## src/rtl/sdhct_pkg.sv

```systemverilog
// Shared types, constants and a helper function of the SD host command tracker.
package sdhct_pkg;

    // Item kinds.
    localparam logic ACT_ISSUE = 1'b0;
    localparam logic ACT_IRQ   = 1'b1;

    // Command indexes with special handling.
    localparam logic [5:0] CMD_STOP_TRANS  = 6'd12;
    localparam logic [5:0] CMD_READ_SINGLE = 6'd17;

    // Response kinds.
    localparam logic [3:0] RSP_NONE = 4'd0;
    localparam logic [3:0] RSP_R1   = 4'd1;
    localparam logic [3:0] RSP_R1B  = 4'd2;
    localparam logic [3:0] RSP_R2   = 4'd3;
    localparam logic [3:0] RSP_R3   = 4'd4;
    localparam logic [3:0] RSP_R4   = 4'd5;
    localparam logic [3:0] RSP_R5   = 4'd6;
    localparam logic [3:0] RSP_R5B  = 4'd7;
    localparam logic [3:0] RSP_R6   = 4'd8;

    // Response capture codes.
    localparam logic [1:0] CAP_NONE  = 2'd0;
    localparam logic [1:0] CAP_ALL   = 2'd1;
    localparam logic [1:0] CAP_WORD3 = 2'd2;
    localparam logic [1:0] CAP_WORD0 = 2'd3;

    // Command status codes.
    localparam logic [1:0] DONE_PENDING = 2'd0;
    localparam logic [1:0] DONE_OK      = 2'd1;
    localparam logic [1:0] DONE_FAILED  = 2'd2;
    localparam logic [1:0] DONE_NO_CMD  = 2'd3;

    // Configuration register indexes.
    localparam logic REG_MIXER_IN_CMD = 1'b0;

    // Interrupt status bits.
    localparam int ST_CC  = 0;
    localparam int ST_TC  = 1;
    localparam int ST_BWR = 4;
    localparam int ST_BRR = 5;

    // Interrupt enable mask on issue, buffer ready bits and error mask.
    localparam logic [31:0] IEN_BASE  = 32'h02FF_00C3;
    localparam logic [31:0] IEN_BUF   = 32'h0000_0030;
    localparam logic [31:0] ERR_MASK  = 32'h137F_8080;

    // Transfer type bits.
    localparam logic [31:0] XT_CCCEN = 32'h0008_0000;
    localparam logic [31:0] XT_CICEN = 32'h0010_0000;
    localparam logic [31:0] XT_DPSEL = 32'h0020_0000;

    // Mixer bits.
    localparam logic [5:0] MX_DMAEN  = 6'h01;
    localparam logic [5:0] MX_BCEN   = 6'h02;
    localparam logic [5:0] MX_DTDSEL = 6'h10;
    localparam logic [5:0] MX_MSBSEL = 6'h20;

    // Watermark ceiling in words.
    localparam logic [9:0] WM_MAX = 10'h080;

    typedef struct packed {
        logic        action;
        logic [5:0]  cmd_index;
        logic [31:0] cmd_argument;
        logic [3:0]  response_kind;
        logic        has_data;
        logic [15:0] block_count;
        logic [11:0] block_bytes;
        logic [31:0] dma_address;
        logic [31:0] irq_status;
    } t_item;

    typedef struct packed {
        logic [31:0] transfer_type_word;
        logic [31:0] argument_word;
        logic [5:0]  mixer_word;
        logic [31:0] block_attr_word;
        logic [23:0] watermark_word;
        logic [31:0] irq_enable_word;
        logic [31:0] dma_address_word;
        logic [1:0]  response_capture;
        logic        move_block;
        logic        move_is_read;
        logic [1:0]  done_status;
    } t_result;

    // Tracked command state.
    typedef struct packed {
        logic        command_active;
        logic [5:0]  active_index;
        logic [3:0]  active_response_kind;
        logic        active_has_data;
        logic [15:0] blocks_left;
    } t_track;

    // Result of one item together with the state it leaves.
    typedef struct packed {
        t_result res;
        t_track  trk;
    } t_step;

    // Response type, CRC check and index check bits for a response kind.
    function automatic logic [31:0] response_bits(input logic [3:0] kind);
        logic [31:0] bits;
        case (kind)
            RSP_R2:                   bits = 32'h0001_0000 | XT_CCCEN;
            RSP_R3, RSP_R4:           bits = 32'h0002_0000;
            RSP_R1, RSP_R5, RSP_R6:   bits = 32'h0002_0000 | XT_CICEN | XT_CCCEN;
            RSP_R1B, RSP_R5B:         bits = 32'h0003_0000 | XT_CICEN | XT_CCCEN;
            default:                  bits = 32'h0;
        endcase
        return bits;
    endfunction

endpackage

```

## src/rtl/sdhct_if.sv

```systemverilog
// Valid/ready channel interfaces for command items and result items.
interface sdhct_in_if;
    logic        valid;
    logic        ready;
    logic        action;
    logic [5:0]  cmd_index;
    logic [31:0] cmd_argument;
    logic [3:0]  response_kind;
    logic        has_data;
    logic [15:0] block_count;
    logic [11:0] block_bytes;
    logic [31:0] dma_address;
    logic [31:0] irq_status;

    modport source (
        output valid, action, cmd_index, cmd_argument, response_kind, has_data,
               block_count, block_bytes, dma_address, irq_status,
        input  ready
    );
    modport sink (
        input  valid, action, cmd_index, cmd_argument, response_kind, has_data,
               block_count, block_bytes, dma_address, irq_status,
        output ready
    );
endinterface

interface sdhct_out_if;
    logic        valid;
    logic        ready;
    logic [31:0] transfer_type_word;
    logic [31:0] argument_word;
    logic [5:0]  mixer_word;
    logic [31:0] block_attr_word;
    logic [23:0] watermark_word;
    logic [31:0] irq_enable_word;
    logic [31:0] dma_address_word;
    logic [1:0]  response_capture;
    logic        move_block;
    logic        move_is_read;
    logic [1:0]  done_status;

    modport source (
        output valid, transfer_type_word, argument_word, mixer_word, block_attr_word,
               watermark_word, irq_enable_word, dma_address_word, response_capture,
               move_block, move_is_read, done_status,
        input  ready
    );
    modport sink (
        input  valid, transfer_type_word, argument_word, mixer_word, block_attr_word,
               watermark_word, irq_enable_word, dma_address_word, response_capture,
               move_block, move_is_read, done_status,
        output ready
    );
endinterface

```

## src/rtl/sdhct_cfg.sv

```systemverilog
// APB configuration register of the SD host command tracker.
module sdhct_cfg (
    input  logic        i_clk,
    input  logic        i_rst_n,
    input  logic        i_psel,
    input  logic        i_penable,
    input  logic        i_pwrite,
    input  logic [2:0]  i_paddr,
    input  logic [31:0] i_pwdata,
    output logic [31:0] o_prdata,
    output logic        o_pready,
    output logic        o_mixer_in_cmd
);

    logic r_mixer_in_cmd;
    logic wr_en;

    // A write completes in the access cycle; the port never waits.
    assign o_pready = 1'b1;
    assign wr_en    = i_psel && i_penable && i_pwrite && (i_paddr[2] == sdhct_pkg::REG_MIXER_IN_CMD);

    always_ff @(posedge i_clk) begin
        if (!i_rst_n) begin
            r_mixer_in_cmd <= 1'b0;
        end else if (wr_en) begin
            r_mixer_in_cmd <= i_pwdata[0];
        end
    end

    // Read back the register; other addresses read as zero.
    always_comb begin
        o_prdata = 32'h0;
        if ((i_paddr[2] == sdhct_pkg::REG_MIXER_IN_CMD) && (i_paddr[1:0] == 2'b00)) begin
            o_prdata = {31'h0, r_mixer_in_cmd};
        end
    end

    assign o_mixer_in_cmd = r_mixer_in_cmd;

endmodule

```

## src/rtl/sdhct_issue.sv

```systemverilog
// Builds the controller register words for a newly issued command.
module sdhct_issue (
    input  sdhct_pkg::t_item  i_item,
    input  sdhct_pkg::t_track i_trk,
    input  logic              i_mixer_in_cmd,
    output sdhct_pkg::t_step  o_step
);

    logic       use_dma;
    logic       single_read;
    logic [9:0] lvl_raw;
    logic [7:0] lvl;
    logic [5:0] mix;

    always_comb begin
        use_dma     = i_item.has_data && (i_item.dma_address != 32'h0);
        single_read = (i_item.cmd_index == sdhct_pkg::CMD_READ_SINGLE);

        // Watermark is a quarter of the block size, capped.
        lvl_raw = 10'(i_item.block_bytes >> 2);
        lvl     = (lvl_raw > sdhct_pkg::WM_MAX) ? 8'(sdhct_pkg::WM_MAX) : lvl_raw[7:0];

        // Mixer control bits.
        mix = sdhct_pkg::MX_BCEN;
        if (i_item.block_count > 16'd1) begin
            mix = mix | sdhct_pkg::MX_MSBSEL;
        end
        if (single_read) begin
            mix = mix | sdhct_pkg::MX_DTDSEL;
        end
        if (use_dma) begin
            mix = mix | sdhct_pkg::MX_DMAEN;
        end

        o_step = '0;
        o_step.res.argument_word   = i_item.cmd_argument;
        o_step.res.irq_enable_word = sdhct_pkg::IEN_BASE | (use_dma ? 32'h0 : sdhct_pkg::IEN_BUF);
        o_step.res.transfer_type_word = {2'b00, i_item.cmd_index, 24'h0}
                                        | sdhct_pkg::response_bits(i_item.response_kind);
        o_step.res.done_status = sdhct_pkg::DONE_PENDING;

        // Data phase words.
        if (i_item.has_data) begin
            o_step.res.block_attr_word = {i_item.block_count, 4'h0, i_item.block_bytes};
            o_step.res.watermark_word  = single_read ? {16'h0, lvl} : {lvl, 16'h0};
            o_step.res.mixer_word      = mix;
            o_step.res.dma_address_word = use_dma ? i_item.dma_address : 32'h0;
            o_step.res.transfer_type_word = o_step.res.transfer_type_word
                                            | sdhct_pkg::XT_DPSEL
                                            | (i_mixer_in_cmd ? {26'h0, mix} : 32'h0);
        end

        // The new command replaces any tracked one.
        o_step.trk.command_active       = 1'b1;
        o_step.trk.active_index         = i_item.cmd_index;
        o_step.trk.active_response_kind = i_item.response_kind;
        o_step.trk.active_has_data      = i_item.has_data;
        o_step.trk.blocks_left = i_item.has_data ? i_item.block_count : i_trk.blocks_left;
    end

endmodule

```

## src/rtl/sdhct_event.sv

```systemverilog
// Decodes an interrupt status item against the tracked command.
module sdhct_event (
    input  sdhct_pkg::t_item  i_item,
    input  sdhct_pkg::t_track i_trk,
    output sdhct_pkg::t_step  o_step
);

    logic failed;
    logic complete;
    logic buf_ready;

    always_comb begin
        o_step     = '0;
        o_step.trk = i_trk;
        failed     = (i_item.irq_status & sdhct_pkg::ERR_MASK) != 32'h0;
        complete   = 1'b0;
        buf_ready  = i_item.irq_status[sdhct_pkg::ST_BRR] || i_item.irq_status[sdhct_pkg::ST_BWR];

        if (!i_trk.command_active) begin
            o_step.res.done_status = sdhct_pkg::DONE_NO_CMD;
        end else begin
            // Command complete: pick the response words to capture.
            if (i_item.irq_status[sdhct_pkg::ST_CC]) begin
                case (i_trk.active_response_kind)
                    sdhct_pkg::RSP_NONE: o_step.res.response_capture = sdhct_pkg::CAP_NONE;
                    sdhct_pkg::RSP_R2:   o_step.res.response_capture = sdhct_pkg::CAP_ALL;
                    sdhct_pkg::RSP_R1B: begin
                        o_step.res.response_capture =
                            (i_trk.active_index == sdhct_pkg::CMD_STOP_TRANS)
                            ? sdhct_pkg::CAP_WORD3 : sdhct_pkg::CAP_WORD0;
                    end
                    default:             o_step.res.response_capture = sdhct_pkg::CAP_WORD0;
                endcase
                if (!i_trk.active_has_data) begin
                    complete = 1'b1;
                end
            end

            // One programmed-IO block moves while blocks remain; read wins.
            if (buf_ready && i_trk.active_has_data && (i_trk.blocks_left != 16'h0)) begin
                o_step.res.move_block   = 1'b1;
                o_step.res.move_is_read = i_item.irq_status[sdhct_pkg::ST_BRR];
                o_step.trk.blocks_left  = i_trk.blocks_left - 16'd1;
            end

            if (i_item.irq_status[sdhct_pkg::ST_TC]) begin
                complete = 1'b1;
            end

            // Errors outrank completion; either one ends the command.
            if (failed) begin
                o_step.res.done_status = sdhct_pkg::DONE_FAILED;
            end else if (complete) begin
                o_step.res.done_status = sdhct_pkg::DONE_OK;
            end else begin
                o_step.res.done_status = sdhct_pkg::DONE_PENDING;
            end
            if (failed || complete) begin
                o_step.trk.command_active = 1'b0;
            end
        end
    end

endmodule

```

## src/rtl/sd_host_command_tracker.sv

```systemverilog
// Top level of the SD host command tracker.
//
// Usage: i_cmd carries items in with valid/ready; action 0 issues a new
// command and yields every controller register word needed to start it,
// action 1 presents an interrupt status word and yields the capture, block
// move and completion decode for the tracked command. o_res carries exactly
// one result item for each input item, in order.
// An accepted item is held in the input register, decoded against the tracked
// state, and its result is loaded into the output register once that register
// is free, which raises o_res.valid.
// Throughput: one item per cycle unless o_res stalls; the tracked state is
// updated in the same cycle the item is decoded; the next item sees it at once.
// When o_res is stalled the output register holds, the input register keeps
// one more item, and i_cmd.ready drops only when both are full.
// The APB port holds one register (mixer bits in the transfer type word);
// write it only while no item is in flight.
// Reset clears the tracked command, the register and both valid flags.
module sd_host_command_tracker (
    input  logic          i_clk,
    input  logic          i_rst_n,
    sdhct_in_if.sink      i_cmd,
    sdhct_out_if.source   o_res,
    input  logic          i_psel,
    input  logic          i_penable,
    input  logic          i_pwrite,
    input  logic [2:0]    i_paddr,
    input  logic [31:0]   i_pwdata,
    output logic [31:0]   o_prdata,
    output logic          o_pready
);

    logic                 mixer_in_cmd;
    logic                 r_in_valid;
    sdhct_pkg::t_item     r_in;
    logic                 r_out_valid;
    sdhct_pkg::t_result   r_out;
    sdhct_pkg::t_track    r_trk;
    sdhct_pkg::t_track    n_trk;
    sdhct_pkg::t_item     in_item;
    sdhct_pkg::t_step     issue_step;
    sdhct_pkg::t_step     event_step;
    sdhct_pkg::t_step     sel_step;
    logic                 advance;
    logic                 in_accept;

    sdhct_cfg u_cfg (
        .i_clk          (i_clk),
        .i_rst_n        (i_rst_n),
        .i_psel         (i_psel),
        .i_penable      (i_penable),
        .i_pwrite       (i_pwrite),
        .i_paddr        (i_paddr),
        .i_pwdata       (i_pwdata),
        .o_prdata       (o_prdata),
        .o_pready       (o_pready),
        .o_mixer_in_cmd (mixer_in_cmd)
    );

    // Gather the channel payload.
    always_comb begin
        in_item.action        = i_cmd.action;
        in_item.cmd_index     = i_cmd.cmd_index;
        in_item.cmd_argument  = i_cmd.cmd_argument;
        in_item.response_kind = i_cmd.response_kind;
        in_item.has_data      = i_cmd.has_data;
        in_item.block_count   = i_cmd.block_count;
        in_item.block_bytes   = i_cmd.block_bytes;
        in_item.dma_address   = i_cmd.dma_address;
        in_item.irq_status    = i_cmd.irq_status;
    end

    // Handshake: decode moves forward when the output register is free.
    assign advance     = r_in_valid && (!r_out_valid || o_res.ready);
    assign i_cmd.ready = !r_in_valid || advance;
    assign in_accept   = i_cmd.valid && i_cmd.ready;

    // Input register.
    always_ff @(posedge i_clk) begin
        if (!i_rst_n) begin
            r_in_valid <= 1'b0;
        end else if (i_cmd.ready) begin
            r_in_valid <= i_cmd.valid;
        end
    end

    always_ff @(posedge i_clk) begin
        if (in_accept) begin
            r_in <= in_item;
        end
    end

    sdhct_issue u_issue (
        .i_item         (r_in),
        .i_trk          (r_trk),
        .i_mixer_in_cmd (mixer_in_cmd),
        .o_step         (issue_step)
    );

    sdhct_event u_event (
        .i_item (r_in),
        .i_trk  (r_trk),
        .o_step (event_step)
    );

    // Select by item kind and compute the next tracked state.
    always_comb begin
        sel_step = (r_in.action == sdhct_pkg::ACT_ISSUE) ? issue_step : event_step;
        n_trk    = advance ? sel_step.trk : r_trk;
    end

    // Tracked command state.
    always_ff @(posedge i_clk) begin
        if (!i_rst_n) begin
            r_trk <= '0;
        end else begin
            r_trk <= n_trk;
        end
    end

    // Output register.
    always_ff @(posedge i_clk) begin
        if (!i_rst_n) begin
            r_out_valid <= 1'b0;
        end else if (advance) begin
            r_out_valid <= 1'b1;
        end else if (o_res.ready) begin
            r_out_valid <= 1'b0;
        end
    end

    always_ff @(posedge i_clk) begin
        if (advance) begin
            r_out <= sel_step.res;
        end
    end

    // Drive the result channel.
    assign o_res.valid              = r_out_valid;
    assign o_res.transfer_type_word = r_out.transfer_type_word;
    assign o_res.argument_word      = r_out.argument_word;
    assign o_res.mixer_word         = r_out.mixer_word;
    assign o_res.block_attr_word    = r_out.block_attr_word;
    assign o_res.watermark_word     = r_out.watermark_word;
    assign o_res.irq_enable_word    = r_out.irq_enable_word;
    assign o_res.dma_address_word   = r_out.dma_address_word;
    assign o_res.response_capture   = r_out.response_capture;
    assign o_res.move_block         = r_out.move_block;
    assign o_res.move_is_read       = r_out.move_is_read;
    assign o_res.done_status        = r_out.done_status;

endmodule
```

## src/flat_wrapper.sv

```systemverilog
// flat-port wrapper written by rule: the top's interface ports become plain ports
module sd_host_command_tracker_flat 
  (i_clk, i_rst_n, i_psel, i_penable, i_pwrite, i_paddr, i_pwdata, o_prdata, o_pready, i_cmd_valid, i_cmd_action, i_cmd_cmd_index, i_cmd_cmd_argument, i_cmd_response_kind, i_cmd_has_data, i_cmd_block_count, i_cmd_block_bytes, i_cmd_dma_address, i_cmd_irq_status, i_cmd_ready, o_res_valid, o_res_transfer_type_word, o_res_argument_word, o_res_mixer_word, o_res_block_attr_word, o_res_watermark_word, o_res_irq_enable_word, o_res_dma_address_word, o_res_response_capture, o_res_move_block, o_res_move_is_read, o_res_done_status, o_res_ready);
  sdhct_in_if i_cmd_i ();
  sdhct_out_if o_res_i ();
  input  logic i_clk;
  input  logic i_rst_n;
  input  logic i_psel;
  input  logic i_penable;
  input  logic i_pwrite;
  input  logic [2:0] i_paddr;
  input  logic [31:0] i_pwdata;
  output logic [31:0] o_prdata;
  output logic o_pready;
  input wire logic [$bits(i_cmd_i.valid)-1:0] i_cmd_valid;
  input wire logic [$bits(i_cmd_i.action)-1:0] i_cmd_action;
  input wire logic [$bits(i_cmd_i.cmd_index)-1:0] i_cmd_cmd_index;
  input wire logic [$bits(i_cmd_i.cmd_argument)-1:0] i_cmd_cmd_argument;
  input wire logic [$bits(i_cmd_i.response_kind)-1:0] i_cmd_response_kind;
  input wire logic [$bits(i_cmd_i.has_data)-1:0] i_cmd_has_data;
  input wire logic [$bits(i_cmd_i.block_count)-1:0] i_cmd_block_count;
  input wire logic [$bits(i_cmd_i.block_bytes)-1:0] i_cmd_block_bytes;
  input wire logic [$bits(i_cmd_i.dma_address)-1:0] i_cmd_dma_address;
  input wire logic [$bits(i_cmd_i.irq_status)-1:0] i_cmd_irq_status;
  output wire logic [$bits(i_cmd_i.ready)-1:0] i_cmd_ready;
  output wire logic [$bits(o_res_i.valid)-1:0] o_res_valid;
  output wire logic [$bits(o_res_i.transfer_type_word)-1:0] o_res_transfer_type_word;
  output wire logic [$bits(o_res_i.argument_word)-1:0] o_res_argument_word;
  output wire logic [$bits(o_res_i.mixer_word)-1:0] o_res_mixer_word;
  output wire logic [$bits(o_res_i.block_attr_word)-1:0] o_res_block_attr_word;
  output wire logic [$bits(o_res_i.watermark_word)-1:0] o_res_watermark_word;
  output wire logic [$bits(o_res_i.irq_enable_word)-1:0] o_res_irq_enable_word;
  output wire logic [$bits(o_res_i.dma_address_word)-1:0] o_res_dma_address_word;
  output wire logic [$bits(o_res_i.response_capture)-1:0] o_res_response_capture;
  output wire logic [$bits(o_res_i.move_block)-1:0] o_res_move_block;
  output wire logic [$bits(o_res_i.move_is_read)-1:0] o_res_move_is_read;
  output wire logic [$bits(o_res_i.done_status)-1:0] o_res_done_status;
  input wire logic [$bits(o_res_i.ready)-1:0] o_res_ready;
  assign i_cmd_i.valid = i_cmd_valid;
  assign i_cmd_i.action = i_cmd_action;
  assign i_cmd_i.cmd_index = i_cmd_cmd_index;
  assign i_cmd_i.cmd_argument = i_cmd_cmd_argument;
  assign i_cmd_i.response_kind = i_cmd_response_kind;
  assign i_cmd_i.has_data = i_cmd_has_data;
  assign i_cmd_i.block_count = i_cmd_block_count;
  assign i_cmd_i.block_bytes = i_cmd_block_bytes;
  assign i_cmd_i.dma_address = i_cmd_dma_address;
  assign i_cmd_i.irq_status = i_cmd_irq_status;
  assign i_cmd_ready = i_cmd_i.ready;
  assign o_res_valid = o_res_i.valid;
  assign o_res_transfer_type_word = o_res_i.transfer_type_word;
  assign o_res_argument_word = o_res_i.argument_word;
  assign o_res_mixer_word = o_res_i.mixer_word;
  assign o_res_block_attr_word = o_res_i.block_attr_word;
  assign o_res_watermark_word = o_res_i.watermark_word;
  assign o_res_irq_enable_word = o_res_i.irq_enable_word;
  assign o_res_dma_address_word = o_res_i.dma_address_word;
  assign o_res_response_capture = o_res_i.response_capture;
  assign o_res_move_block = o_res_i.move_block;
  assign o_res_move_is_read = o_res_i.move_is_read;
  assign o_res_done_status = o_res_i.done_status;
  assign o_res_i.ready = o_res_ready;
  sd_host_command_tracker u_core (.i_clk(i_clk), .i_rst_n(i_rst_n), .i_cmd(i_cmd_i), .o_res(o_res_i), .i_psel(i_psel), .i_penable(i_penable), .i_pwrite(i_pwrite), .i_paddr(i_paddr), .i_pwdata(i_pwdata), .o_prdata(o_prdata), .o_pready(o_pready));
endmodule
```

## config.mk

```make
export PLATFORM = sky130hd
export DESIGN_NAME = sd_host_command_tracker_flat
export DESIGN_NICKNAME = d
export VERILOG_FILES = /design/src/rtl/sdhct_pkg.sv /design/src/rtl/sdhct_if.sv /design/src/rtl/sdhct_cfg.sv /design/src/rtl/sdhct_issue.sv /design/src/rtl/sdhct_event.sv /design/src/rtl/sd_host_command_tracker.sv /design/src/flat_wrapper.sv
export SDC_FILE = /design/constraint.sdc
export NUM_CORES = 1
export LEC_CHECK = 0
export BUFFER_PORTS_ARGS = -buffer_cell sky130_fd_sc_hd__clkbuf_2
export CAP_MARGIN = 20
export CORE_AREA = 2 2 159 161
export CTS_BUF_LIST = sky130_fd_sc_hd__clkbuf_16
export CTS_CLUSTER_DIAMETER = 30
export DETAILED_ROUTE_END_ITERATION = 8
export DIE_AREA = 0 0 161 163
export PLACE_DENSITY = 0.84
export SLEW_MARGIN = 0
export SYNTH_ARGS = -nofsm -noshare
export SYNTH_HDL_FRONTEND = slang
export SYNTH_SLANG_ARGS = --single-unit
```

## constraint.sdc

```tcl
create_clock -name i_clk -period 4.24 [get_ports i_clk]
set_clock_uncertainty 0.05 [all_clocks]
set_input_delay 0.212 -clock i_clk [delete_from_list [all_inputs] [get_ports i_clk]]
set_output_delay 0.212 -clock i_clk [all_outputs]
set_load 0.02 [all_outputs]
```

==> summary.txt <==
STA
  – Tmin final: 2.76 ns
  – Relative slew slack: 33.3%
  – Final setup fails: 0
  – Final hold violation count: 0
  – Max-slew violations: 0
  – Fin Setup TNS: 0 ns
  – Worst slew pin tran: 1.00 ns
  – Tcrit/Tclk final: 65.2%
  – Fmax: 362 MHz
  – Hold_ws: 0.0479 ns
  – RSZ-0062 raised after global routing: no

Detailed routing
  – Via density: 4.69
  – Final ANT Viol Nets: 0
  – Routed len/inst: 16.8 um
  – Pre-antenna DRT Iters: 5
  – DRT Wirelength: 26.3 mm
  – DRT iter0 DRCs: 418
  – DR vias: 7,324
  – # DRC: 0

Yosys
  – Main synth FF type: edfxtp_1
  – Share of the yosys chip area belonging to registers: 73.7%
  – Synth unique cells: 53
  – Cells after synthesis: 761
  – Number of enable flip-flop cells after synthesis: 255
  – Ys Warns: 0
  – Asr flop ratio synth: 0%
  – Flops & latches, synth: 290
  – Post-Syn Area: 11,300 sq um
  – Mean Syn Cell Area: 14.9 sq um

Layout
  – Design Area, Final: 15,800 sq um
  – Flip-flop and latch area: 8360 sq um
  – Most frequent cells in the layout: 281 x clkbuf_2, 255 x edfxtp_1, 123 x dlygate4sd3_1, 80 x conb_1, 79 x and2_1
  – Nets: 1,368
  – Synth-to-layout area growth: 39.0%
  – Commonest non-fill, non-tap cell in the layout: clkbuf_2
  – Layout cells sized above 1: 31.8%
  – Final Util: 63.9%
  – Multi-input gate area: 2420 sq um
  – Fillers: 1,722
  – Inserted Diodes: 0

Global routing
  – Global-route wire length before repair: 39.8 mm
  – Vias in the first global route: 7,478
  – Largest net degree at the start of global routing: 90
  – GRT overflow: 0
  – GRT Overall Usage: 19.5%
  – Initial antenna violation count: 0

Placement
  – DP Area: 12,700 sq um
  – GPL Wtd Cong: 0.834
  – Detailed placer's ending HPWL: 15.5 mm
  – IO Port Bufs: 281

Setup path
  – Worst r2r dst: u_core.r_trk[0]$_SDFFE_PN0P_
  – Crit path max-delay cell type: buf_4
  – FF-to-FF setup slack: 1.48 ns
  – Crit path required time: 4.65 ns
  – CP Cell Sequence: buf_4 > o2111ai_1 > and2_1 > a311o_2 > o21bai_1 > a21oi_1
  – Number of buffer and inverter stages on the critical path: 1
  – Reg2reg path depth: 6
  – CP Max Fanout: 73
  – Worst Path Arrival: 3.18 ns
  – Critical Path Source Type: register
  – Crit-path max cell delay: 0.62 ns
  – Crit path kind: register to register
  – Worst flop-to-flop path startpoint: u_core.r_in[135]$_DFFE_PN_
  – CP top delay family: compound AO/OA/AOI/OAI gates
  – Crit. End Element: register

Clocking
  – Clock Tree Buf Depth: 3
  – TritonCTS Sinks: 290
  – CTS tree: yes
  – CTS Buf Count: 53
  – CTS clk-pin slew, worst paths: 0.05 ns
  – H-tree levels: 2
  – Root buf cell: clkbuf_16
  – Post-CTS Setup Bufs: 0
  – Worst skew pair latency: 0.54 ns

Pwr
  – Pleak: 6.43 nW
  – Max IR drop VDD: 0.347 mV
  – Pwr Total: 0.00815 W
  – Power per cell area: 517 nW/um^2

Die
  – Die area: 26,200 sq um
  – # IOs: 409
  – Site Rows: 58
  – Core Region: 24,700 sq um
  – Starting density of the core: 46.0%
  – Die height: 163 um
  – Die Width: 161 um

Hold path
  – Worst Hold Path EP: u_core.u_cfg.o_mixer_in_cmd$_SDFFE_PN0P_
  – Hold path startpoint: i_pwrite
  – Tightest Hold Check Type: input pin to register
  – Hold path depth: 4

Flow run
  – Max Cap Viol: 0

Outcome
  – Status: finished, final reports clean
## power breakdown
group          switching, W  internal [W]
Clock               0.00151       0.00266
Sequential        0.0000659       0.00328
Combinational      0.000386      0.000239
## Yosys cell counts (4+ instances only)
library cell	n	area share (%)
a21boi_0	4	0.26
o32ai_1	5	0.39
dfxtp_1	35	6.2
nand2b_1	5	0.28
a21oi_1	23	1.0
nand4_1	5	0.28
nor2b_1	59	3.3
buf_2	4	0.18
o21ai_0	14	0.62
inv_1	15	0.50
mux2i_1	17	1.5
nand3_1	4	0.18
nor4_1	16	0.88
and2_1	79	4.4
clkbuf_1	16	0.53
nand2_1	28	0.93
edfxtp_1	255	68
a21o_1	4	0.26
buf_4	95	6.3
nor2_1	20	0.66
nor3_1	7	0.31
## worst register-to-register path, stage by stage (launching register included)
cell and delay, ns:
edfxtp_1 0.34, buf_4 0.62, o2111ai_1 0.40, and2_1 0.28, a311o_2 0.58, o21bai_1 0.26, a21oi_1 0.16
## kinds of logic (layout without fill, tap and decap cells)
family,count (synthesis),in the layout,synth area share [%]
AOI/OAI and AO/OA,71,71,4.04
xor gates and xnor gates,1,1,0.0772
adders and majority gates,3,3,0.331
buffers and inverters,133,525,7.59
DFF,290,290,73.7
muxes,19,19,1.70
other,2,80,0.0662
and+or+nand+nor,242,242,12.5
## state kept, by name (all words and copies together), names as in the netlist
register	cells
u_core.r_in	120
u_core.o_res.argument_word	32
u_core.o_res.dma_address_word	32
u_core.o_res.block_attr_word	28
u_core.r_trk	28
u_core.o_res.watermark_word	16
u_core.o_res.transfer_type_word	15
u_core.issue_step	4
u_core.o_res.mixer_word	4
u_core.o_res.done_status	2
u_core.o_res.irq_enable_word	2
u_core.o_res.response_capture	2
u_core.o_res.move_block	1
u_core.o_res.move_is_read	1
u_core.o_res.valid	1
u_core.r_in_valid	1
u_core.u_cfg.o_mixer_in_cmd	1
## layout make-up
type / count / area share, %
clock buffers: 55 / 8.73
clock inverters: 44 / 2.79
inverters: 16 / 0.429
multi-input cells: 416 / 15.3
flip-flops and latches: 290 / 53.0
well taps: 330 / 2.62
repair buffers: 410 / 17.1
## routing by layer
metal | up-vias | part of all wire [%] | global-route usage, % | wire, um
met1 | 3496 | 38 | 22.9 | 10100
met3 | 66 | 5.8 | 4.38 | 1540
met4 | 0 | 2.7 | 7.71 | 720
li1 | 3454 | - | - | -
met2 | 308 | 53 | 35.0 | 13900
met5 | - | 0 | 0 | 0
## how the worst max path moves through the flow
stage	start	end	slack, ns	cells past startpoint
6_report	u_core.r_in[135]$_DFFE_PN_	u_core.r_trk[0]$_SDFFE_PN0P_	1.48	6
5_1_grt	u_core.r_in[135]$_DFFE_PN_	u_core.r_trk[11]$_SDFFE_PN0P_	1.27	6
3_3_place_gp	u_core.r_in[135]$_DFFE_PN_	u_core.r_trk[0]$_SDFFE_PN0P_	1.54	6
2_1_floorplan	u_core.o_res.valid$_SDFFE_PN0P_	u_core.r_trk[27]$_SDFFE_PN0P_	0.32	6
4_1_cts	u_core.r_in[135]$_DFFE_PN_	u_core.r_trk[5]$_SDFFE_PN0P_	1.45	6
3_5_place_dp	u_core.r_in[135]$_DFFE_PN_	u_core.r_trk[5]$_SDFFE_PN0P_	1.47	6
## metrics by stage
stage | worst slack (ns) | std cells
after global placement | 1.54 | 1338
after detailed placement | 1.47 | 1339
after CTS | 1.45 | 1561
final | 1.48 | 1561
after floorplan | 0.325 | 839
after global routing | 1.27 | 1561
## timing repair
item                                   CTS  global route
gates resized for setup                  0             0
endpoints found under the hold margin  123             0
hold buffers                           123             0
(Power assumes the default switching activity.)
